`config.mk`:
```
export PLATFORM = sky130hd
export DESIGN_NAME = same_size_convolution_abs
export DESIGN_NICKNAME = d
export VERILOG_FILES = /design/src/sv/scab_pkg.sv /design/src/sv/scab_ctrl.sv /design/src/sv/scab_dp.sv /design/src/sv/same_size_convolution_abs.sv
export SDC_FILE = /design/constraint.sdc
export NUM_CORES = 2
export LEC_CHECK = 0
export ABC_AREA = 0
export ABC_CLOCK_PERIOD_IN_PS = 10600
export BUFFER_PORTS_ARGS = -buffer_cell sky130_fd_sc_hd__buf_4
export CAP_MARGIN = 20
export CORE_MARGIN = 5
export CORE_UTILIZATION = 50
export CTS_BUF_LIST = sky130_fd_sc_hd__clkbuf_2
export CTS_CLUSTER_DIAMETER = 30
export DETAILED_ROUTE_END_ITERATION = 8
export PLACE_DENSITY = 0.65
export SETUP_SLACK_MARGIN = 0.2
export SYNTH_ARGS = -nofsm -noshare
export SYNTH_HDL_FRONTEND = slang
export SYNTH_SLANG_ARGS = --single-unit
export TNS_END_PERCENT = 50
```
`constraint.sdc`:
```
create_clock -name clk -period 10.6 [get_ports clk]
set_input_delay 2.12 -clock clk [delete_from_list [all_inputs] [get_ports clk]]
set_output_delay 2.12 -clock clk [all_outputs]
set_load 0.005 [all_outputs]
```
`src/sv/scab_pkg.sv`:
```
`timescale 1ns / 1ps
// ----------------------------------------------------------------------------
// scab_pkg: shared types and constants of the same-size convolution block
// Word layouts, op codes, register indexes and controller/datapath links.
// ----------------------------------------------------------------------------
package scab_pkg;

  localparam int SAMP_W = 16;   // Q1.15 tap and sample width
  localparam int RES_W  = 38;   // Q8.30 result width
  localparam int IDX_W  = 16;   // destination index width
  localparam int CNT_W  = 17;   // pushed item count width
  localparam int TIDX_W = 6;    // tap index field width
  localparam int CFG_IDX_W  = 2;
  localparam int CFG_DATA_W = 16;

  // Reset values of the registers
  localparam logic [6:0]  TAP_COUNT_RST  = 7'd1;
  localparam logic [15:0] DEST_SIZE_RST  = 16'd2400;
  localparam logic        RETURN_ABS_RST = 1'b0;

  typedef enum logic [1:0] {
    OP_TAP_WR  = 2'd0,
    OP_SAMPLE  = 2'd1,
    OP_DRAIN   = 2'd2,
    OP_RESTART = 2'd3
  } op_t;

  typedef enum logic [CFG_IDX_W-1:0] {
    CFG_TAP_COUNT  = 2'd0,
    CFG_DEST_SIZE  = 2'd1,
    CFG_RETURN_ABS = 2'd2,
    CFG_UNUSED     = 2'd3
  } cfg_idx_t;

  typedef struct packed {
    op_t                      op;
    logic [TIDX_W-1:0]        tap_index;
    logic signed [SAMP_W-1:0] value;
  } in_word_t;

  typedef struct packed {
    logic signed [RES_W-1:0] result;
    logic [IDX_W-1:0]        out_index;
  } out_word_t;

  typedef enum logic [2:0] {
    ST_IDLE,
    ST_CHECK,
    ST_MAC,
    ST_DRAIN,
    ST_FIN
  } state_t;

  // Controller to datapath
  typedef struct packed {
    logic take;       // input word accepted this cycle
    logic mac_start;  // clear accumulator, latch index, reset tap counter
    logic issue;      // read one tap pair and advance
    logic out_load;   // move finished sum into the output register
  } cmd_t;

  // Datapath to controller
  typedef struct packed {
    logic is_push;    // offered word is a sample or drain
    logic hit;        // last push lands inside the destination
    logic last;       // tap counter is on the final tap
    logic busy;       // multiply pipeline still holds work
    logic out_free;   // output register can take a new word
  } status_t;

endpackage

```
`src/sv/scab_ctrl.sv`:
```
`timescale 1ns / 1ps
// ----------------------------------------------------------------------------
// scab_ctrl: sequencing controller
// Accepts one input word at a time, runs one multiply-accumulate per tap and
// hands the finished sum to the output register.
// ----------------------------------------------------------------------------
module scab_ctrl
  import scab_pkg::*;
(
  input  logic    clk,
  input  logic    rst,
  input  logic    in_valid,
  output logic    in_ready,
  input  status_t sts,
  output cmd_t    cmd
);

  state_t state, state_next;

  // State register
  always_ff @(posedge clk) begin
    if (rst) begin
      state <= ST_IDLE;
    end else begin
      state <= state_next;
    end
  end

  // Next state and commands
  always_comb begin
    state_next = state;
    cmd        = '0;
    in_ready   = 1'b0;
    unique case (state)
      ST_IDLE: begin
        in_ready = 1'b1;
        cmd.take = in_valid;
        if (in_valid && sts.is_push) begin
          state_next = ST_CHECK;
        end
      end
      ST_CHECK: begin
        // push is done; see whether it yields a result
        if (sts.hit) begin
          cmd.mac_start = 1'b1;
          state_next    = ST_MAC;
        end else begin
          state_next = ST_IDLE;
        end
      end
      ST_MAC: begin
        cmd.issue = 1'b1;
        if (sts.last) begin
          state_next = ST_DRAIN;
        end
      end
      ST_DRAIN: begin
        if (!sts.busy) begin
          state_next = ST_FIN;
        end
      end
      ST_FIN: begin
        if (sts.out_free) begin
          cmd.out_load = 1'b1;
          state_next   = ST_IDLE;
        end
      end
      default: begin
        state_next = ST_IDLE;
      end
    endcase
  end

endmodule

```
`src/sv/scab_dp.sv`:
```
`timescale 1ns / 1ps
// ----------------------------------------------------------------------------
// scab_dp: convolution datapath
// Registers, tap memory, circular delay line, one multiplier with its
// accumulator, and the output register with absolute value and saturation.
// ----------------------------------------------------------------------------
module scab_dp
  import scab_pkg::*;
#(
  parameter int MAX_TAPS    = 64,
  parameter int SAMPLE_BITS = 16
) (
  input  logic                  clk,
  input  logic                  rst,
  input  in_word_t              in_data,
  input  logic                  cfg_valid,
  input  logic [CFG_IDX_W-1:0]  cfg_index,
  input  logic [CFG_DATA_W-1:0] cfg_data,
  input  cmd_t                  cmd,
  output status_t               sts,
  output logic                  out_valid,
  input  logic                  out_ready,
  output out_word_t             out_data
);

  localparam int AW    = (MAX_TAPS > 1) ? $clog2(MAX_TAPS) : 1;
  localparam int DEPTH = 1 << AW;
  localparam int KW    = $clog2(MAX_TAPS + 1);
  localparam int CLOG  = $clog2(MAX_TAPS);
  localparam int ACC_W = (32 + CLOG > RES_W + 1) ? 32 + CLOG : RES_W + 1;
  localparam int DROP  = (SAMPLE_BITS < SAMP_W) ? SAMP_W - SAMPLE_BITS : 0;
  localparam logic [SAMP_W-1:0] SAMP_MASK = {SAMP_W{1'b1}} << DROP;
  localparam logic signed [ACC_W-1:0] SAT_HI =
    {{(ACC_W - RES_W + 1){1'b0}}, {(RES_W - 1){1'b1}}};
  localparam logic signed [ACC_W-1:0] SAT_LO = ~SAT_HI;

  // Configuration registers
  logic [6:0]  tap_count;
  logic [15:0] dest_size;
  logic        return_abs;

  always_ff @(posedge clk) begin
    if (rst) begin
      tap_count  <= TAP_COUNT_RST;
      dest_size  <= DEST_SIZE_RST;
      return_abs <= RETURN_ABS_RST;
    end else if (cfg_valid) begin
      unique case (cfg_index)
        CFG_TAP_COUNT:  tap_count  <= cfg_data[6:0];
        CFG_DEST_SIZE:  dest_size  <= cfg_data[15:0];
        CFG_RETURN_ABS: return_abs <= cfg_data[0];
        default: ;
      endcase
    end
  end

  // Taps in use, clamped to 1..MAX_TAPS
  logic [KW-1:0] t_use;
  logic [KW-1:0] half;

  always_comb begin
    if (tap_count == 7'd0) begin
      t_use = KW'(1);
    end else if (32'(tap_count) > MAX_TAPS) begin
      t_use = KW'(MAX_TAPS);
    end else begin
      t_use = KW'(tap_count);
    end
    half = t_use >> 1;
  end

  // Input word decode
  logic                     is_tap_wr;
  logic                     is_push;
  logic                     is_restart;
  logic                     tap_in_range;
  logic signed [SAMP_W-1:0] val_masked;

  always_comb begin
    is_tap_wr    = (in_data.op == OP_TAP_WR);
    is_restart   = (in_data.op == OP_RESTART);
    is_push      = (in_data.op == OP_SAMPLE) || (in_data.op == OP_DRAIN);
    tap_in_range = (32'(in_data.tap_index) < MAX_TAPS);
    val_masked   = in_data.value & SAMP_MASK;
  end

  // Tap memory, undefined until written
  logic signed [SAMP_W-1:0] tap_mem [MAX_TAPS];
  logic signed [SAMP_W-1:0] tap_q;
  logic [KW-1:0]            k;

  always_ff @(posedge clk) begin
    if (cmd.take && is_tap_wr && tap_in_range) begin
      tap_mem[AW'(in_data.tap_index)] <= val_masked;
    end
    if (cmd.issue) begin
      tap_q <= tap_mem[k[AW-1:0]];
    end
  end

  // Circular delay line; entries at or beyond the push count read as zero
  logic signed [SAMP_W-1:0] dly_mem [DEPTH];
  logic signed [SAMP_W-1:0] dly_q;
  logic [AW-1:0]            wp;
  logic [CNT_W-1:0]         pushed;
  logic [AW-1:0]            wp_inc;

  assign wp_inc = wp + AW'(1);

  always_ff @(posedge clk) begin
    if (cmd.take && is_push) begin
      dly_mem[wp_inc] <= (in_data.op == OP_SAMPLE) ? val_masked : '0;
    end
    if (cmd.issue) begin
      dly_q <= dly_mem[wp - k[AW-1:0]];
    end
  end

  always_ff @(posedge clk) begin
    if (rst) begin
      wp     <= '0;
      pushed <= '0;
    end else if (cmd.take && is_restart) begin
      pushed <= '0;
    end else if (cmd.take && is_push) begin
      wp <= wp_inc;
      if (pushed != {CNT_W{1'b1}}) begin
        pushed <= pushed + CNT_W'(1);
      end
    end
  end

  // Destination index of the latest push
  logic [CNT_W:0] diff;
  logic           hit;

  always_comb begin
    diff = {1'b0, pushed} - (CNT_W + 1)'(half) - (CNT_W + 1)'(1);
    hit  = !diff[CNT_W] && (diff[CNT_W-1:0] < {1'b0, dest_size});
  end

  // Tap counter
  always_ff @(posedge clk) begin
    if (cmd.mac_start) begin
      k <= '0;
    end else if (cmd.issue) begin
      k <= k + KW'(1);
    end
  end

  // Multiply-accumulate pipeline: read, multiply, accumulate
  logic                     v1, v2, live1;
  logic signed [2*SAMP_W-1:0] prod;
  logic signed [ACC_W-1:0]  acc;
  logic [IDX_W-1:0]         idx_q;

  always_ff @(posedge clk) begin
    if (rst) begin
      v1 <= 1'b0;
      v2 <= 1'b0;
    end else begin
      v1 <= cmd.issue;
      v2 <= v1;
    end
  end

  always_ff @(posedge clk) begin
    live1 <= (CNT_W'(k) < pushed);
    // signed product; samples not yet pushed contribute zero
    if (live1) begin
      prod <= tap_q * dly_q;
    end else begin
      prod <= '0;
    end
    if (cmd.mac_start) begin
      acc   <= '0;
      idx_q <= diff[IDX_W-1:0];
    end else if (v2) begin
      acc <= acc + ACC_W'(prod);
    end
  end

  // Absolute value, then saturation to the result range
  logic signed [ACC_W-1:0] acc_abs;
  logic signed [RES_W-1:0] res_sat;

  always_comb begin
    acc_abs = (return_abs && acc[ACC_W-1]) ? -acc : acc;
    if (acc_abs > SAT_HI) begin
      res_sat = SAT_HI[RES_W-1:0];
    end else if (acc_abs < SAT_LO) begin
      res_sat = SAT_LO[RES_W-1:0];
    end else begin
      res_sat = acc_abs[RES_W-1:0];
    end
  end

  // Output register
  always_ff @(posedge clk) begin
    if (rst) begin
      out_valid <= 1'b0;
    end else if (cmd.out_load) begin
      out_valid <= 1'b1;
    end else if (out_ready) begin
      out_valid <= 1'b0;
    end
  end

  always_ff @(posedge clk) begin
    if (cmd.out_load) begin
      out_data.result    <= res_sat;
      out_data.out_index <= idx_q;
    end
  end

  // Status
  always_comb begin
    sts.is_push  = is_push;
    sts.hit      = hit;
    sts.last     = (k == t_use - KW'(1));
    sts.busy     = v1 || v2;
    sts.out_free = !out_valid || out_ready;
  end

endmodule

```
`src/sv/same_size_convolution_abs.sv`:
```
`timescale 1ns / 1ps
// ----------------------------------------------------------------------------
// same_size_convolution_abs: same-aligned FIR convolution, optional abs
// A sample or drain word that lands inside the destination goes through
// accept, index check, one multiply-accumulate per tap through a single
// 16x16 multiplier fed by one read port on each of the tap and delay
// memories, pipeline drain and output load; one that does not goes through
// accept and index check only. The delay line is a circular memory with no
// clearing pass: entries beyond the pushed count read as zero. Registers
// (index 0 tap_count, 1 dest_size, 2 return_abs) are to be written only
// while the block is idle, which it does not enforce. cfg_ready is always
// high. A new word is taken while the previous result still waits on out.
// ----------------------------------------------------------------------------
module same_size_convolution_abs
  import scab_pkg::*;
#(
  parameter int MAX_TAPS    = 64,
  parameter int SAMPLE_BITS = 16
) (
  input  logic                  clk,
  input  logic                  rst,
  input  logic                  in_valid,
  output logic                  in_ready,
  input  in_word_t              in_data,
  output logic                  out_valid,
  input  logic                  out_ready,
  output out_word_t             out_data,
  input  logic                  cfg_valid,
  output logic                  cfg_ready,
  input  logic [CFG_IDX_W-1:0]  cfg_index,
  input  logic [CFG_DATA_W-1:0] cfg_data
);

  cmd_t    cmd;
  status_t sts;

  assign cfg_ready = 1'b1;

  scab_ctrl u_ctrl (
    .clk      (clk),
    .rst      (rst),
    .in_valid (in_valid),
    .in_ready (in_ready),
    .sts      (sts),
    .cmd      (cmd)
  );

  scab_dp #(
    .MAX_TAPS    (MAX_TAPS),
    .SAMPLE_BITS (SAMPLE_BITS)
  ) u_dp (
    .clk       (clk),
    .rst       (rst),
    .in_data   (in_data),
    .cfg_valid (cfg_valid),
    .cfg_index (cfg_index),
    .cfg_data  (cfg_data),
    .cmd       (cmd),
    .sts       (sts),
    .out_valid (out_valid),
    .out_ready (out_ready),
    .out_data  (out_data)
  );

  // Output load only with a free output register and an empty pipeline
  a_load_ok: assert property (@(posedge clk) disable iff (rst)
    cmd.out_load |-> (sts.out_free && !sts.busy))
    else $error("result loaded while output full or pipeline busy");

  // A word is only taken with the multiply pipeline empty
  a_take_idle: assert property (@(posedge clk) disable iff (rst)
    cmd.take |-> !sts.busy)
    else $error("word accepted while multiply pipeline busy");

  // A new result word only appears after a load command
  a_valid_src: assert property (@(posedge clk) disable iff (rst)
    $rose(out_valid) |-> $past(cmd.out_load))
    else $error("output valid rose without a load");

endmodule

```
==> results.py <==
metrics = {
    "yosys": {
        "syn_inst": 5477,
        "synthesis.nets": 5950,
        "syn_area_mm2": 0.100,
        "seq_area_frac_synth_pct": 66.9,
        "synth_edf_count": 2150,
        "yosys.cell_types.count": 80,
        "ys.flop_type": "edfxtp_1",
        "ys_seq_elements": 2282,
        "avgSynthCellArea_um2": 18.3,
        "ys_warn_count": 0,
        "async_flop_share_pct": 0,
    },
    "sta": {
        "period_needed_ps": 6490,
        "finalHoldViolations": 0,
        "fin_skew_ps": 299,
        "period_share_pct": 61.3,
        "finalSetupTns_ps": 0,
        "drv_slew": 0,
        "relSlewSlack_pct": 20.4,
        "setup_violations": 0,
        "worst_slew_pin_slew_ps": 1190,
        "rsz0062_at_grt": "false",
        "fin_hold_ws_ps": 406,
        "fmaxAchievable_mhz": 154,
    },
    "placed_design": {
        "dpl-instance-area_mm2": 0.105,
        "dp_hpwl_um": 150000,
        "gp_congestion": 0.862,
        "port_buffers": 102,
    },
    "detailed_routing": {
        "via_count": 52945,
        "firstDrtPassIters": 6,
        "wl_per_cell_um": 26.1,
        "ant_nets": 0,
        "post_drt_via_cell_ratio": 5.75,
        "first_iter_violations": 4978,
        "post-route-drc-count": 0,
        "wl_um": 240000,
    },
    "worst_setup_path": {
        "required_ps": 12280,
        "crit_path_start_kind": "flip-flop",
        "cpMostUsedCell": "fa_1",
        "rrSetupSlack_ps": 4110,
        "endpoint_kind": "flip-flop",
        "cp.arrival_ps": 8170,
        "max_stage_delay_ps": 740,
        "worst-path-buf-inv": 3,
        "cp_max_fo": 16,
        "cp_slowest_cell": "fa_1",
        "crit_chain": "nand2_1 > inv_1 > fa_1 > fa_1 > fa_1 > fa_1 > fa_1 > inv_1 > fa_1 > inv_1 > ha_1 > a21o_1 > a21o_1 > a21oi_1 > o21ai_0 > a31o_2 > a31oi_1 > o21ai_0 > a31oi_1 > mux2i_1",
        "crit_type": "reg -> reg",
        "crit_family": "adder cells",
    },
    "clock_tree": {
        "cts_resized": 0,
        "clk_pin_slew_ps": 100,
        "cts_sinks": 2282,
        "cts_setup_buffers": 0,
        "cts_root_buf": "clkbuf_2",
        "clk_path_buf_depth": 4,
        "cts_buffers": 603,
        "h-tree-depth": 6,
        "cts_hold_buf": 0,
        "cts_tree": "yes",
        "clock_latency_ps": 1860,
    },
    "pwr": {
        "power.density_mw_per_mm2": 163,
        "power_mw": 18.0,
        "ir_drop_mv": 0.118,
        "leakage_nw": 39.2,
    },
    "cells_and_area": {
        "final_area_mm2": 0.111,
        "fin_nets": 6608,
        "drive_gt1_share_pct": 30.2,
        "area_delta_synth_final_pct": 10.1,
        "fill_cells": 15661,
        "final_common_cell": "edfxtp_1",
        "most-common-layout-cells": "2150 x edfxtp_1, 860 x clkbuf_2, 656 x mux4_2, 368 x inv_1, 285 x buf_4",
        "final_util_pct": 55.4,
    },
    "floorplanning": {
        "fp.dieW_um": 458,
        "num_io_pins": 104,
        "num_rows": 164,
        "coreArea_mm2": 0.200,
        "dieArea_mm2": 0.210,
        "fp.dieH_um": 458,
        "start_util_pct": 50.3,
    },
    "global_routing": {
        "gr-usage-met1_pct": 30.2,
        "grt_pass1_wl_um": 355000,
        "grtUsageMet2_pct": 38.0,
        "top_usage_layer": "met2",
        "grtUsageMet3_pct": 4.97,
        "grt_pass1_vias": 55035,
        "antenna_found_initial": 7,
        "grt_max_degree": 134,
        "grtUsageTotal_pct": 22.9,
        "gr-total-overflow": 0,
    },
    "flow_run": {
        "maxCapViolations": 0,
    },
    "worst_hold_path": {
        "hold_path.class": "reg -> reg",
    },
    "outcome": {
        "status": "finished clean",
    },
}
[synth_stat cells (all sizes together) (11+ instances only)]
cell / n / area, um2
ha: 161 / 2010
o31ai: 11 / 82.6
mux4: 656 / 14800
inv: 369 / 1390
xnor2: 92 / 821
and2: 162 / 1020
a31oi: 18 / 113
nor3: 30 / 160
dfxtp: 132 / 2640
xor2: 54 / 473
o21ai: 61 / 305
a21oi: 156 / 807
nor4: 11 / 75.1
fa: 265 / 5310
a211o: 13 / 114
and3: 19 / 119
o21bai: 11 / 82.6
nand2: 243 / 927
nand2b: 28 / 175
nand3: 42 / 215
nor2: 274 / 1040
mux2i: 44 / 440
nand4: 12 / 75.1
clkbuf: 170 / 638
nor2b: 33 / 206
edfxtp: 2150 / 64600
nand3b: 11 / 82.6
a211oi: 28 / 215
a21o: 34 / 255
buf: 79 / 380
[registers in the layout, indices dropped and copies added, names as in the netlist]
signal / count
u_dp.dly_q: 16
u_ctrl.state: 3
u_dp.return_abs: 1
u_dp.tap_count: 7
u_dp.out_data: 54
u_dp.wp: 6
u_dp.tap_q: 16
u_dp.acc: 39
u_dp.pushed: 17
u_dp.idx_q: 16
u_dp.v2: 1
u_dp.v1: 1
u_dp.dest_size: 16
u_dp.prod: 32
u_dp.k: 7
u_dp.live1: 1
u_dp.tap_mem: 1024
u_dp.dly_mem: 1024
u_dp.out_valid: 1
[per-stage QoR]
step | cells | setup slack, ps
6_report | 9211 | 4110
3_3_place_gp | 8170 | 4150
3_5_place_dp | 8181 | 4070
4_1_cts | 9191 | 4040
2_1_floorplan | 5477 | 4560
5_1_grt | 9205 | 3690
[final cells by class]
cell class                      count  area [um2]  area share, %
Sequential cell                  2282       67200           60.8
Multi-Input combinational cell   2575       30900           28.0
Clock buffer                      860        4300           3.89
Tap cell                         2656        3320           3.01
Timing Repair Buffer              302        2420           2.19
Inverter                          371        1400           1.26
Clock inverter                    150         938          0.849
Antenna cell                       15        37.5         0.0339
[path summary, 6_finish.rpt]
path | startpoint | to | cells after the start
worst max-delay path | u_dp.dly_q[1] | u_dp.prod[30] | 20
worst min-delay path | u_dp.idx_q[14] | u_dp.out_data[14] | 0
worst max register to register | u_dp.dly_q[1] | u_dp.prod[30] | 20
worst min register to register | u_dp.idx_q[14] | u_dp.out_data[14] | 0
[where the power goes]
part / internal, mW / switching, mW / leakage, nW
sequential: 9.86 / 0.0486 / 20.7
clock: 2.46 / 3.48 / 4.06
combinational: 1.01 / 1.15 / 14.4
total: 13.3 / 4.68 / 39.2
[layer usage]
metal  share of wire (%)  vias to the layer above
met5              0.0050                        -
met1                  39                    27657
met2                  50                     2018
met4                 3.1                        2
met3                 7.0                      357
li1                    -                    22911
[logic make-up after synthesis]
logic type | after synthesis | share of synthesized area [%]
AOI/OAI and AO/OA | 387 | 2.43
xor gates and xnor gates | 146 | 1.29
adders and majority gates | 429 | 7.32
buffers and inverters | 620 | 2.40
DFF | 2282 | 66.9
muxes | 700 | 15.2
other | 1 | 0.00374
and+or+nand+nor | 912 | 4.45
Power figures use the tool's default switching activity.
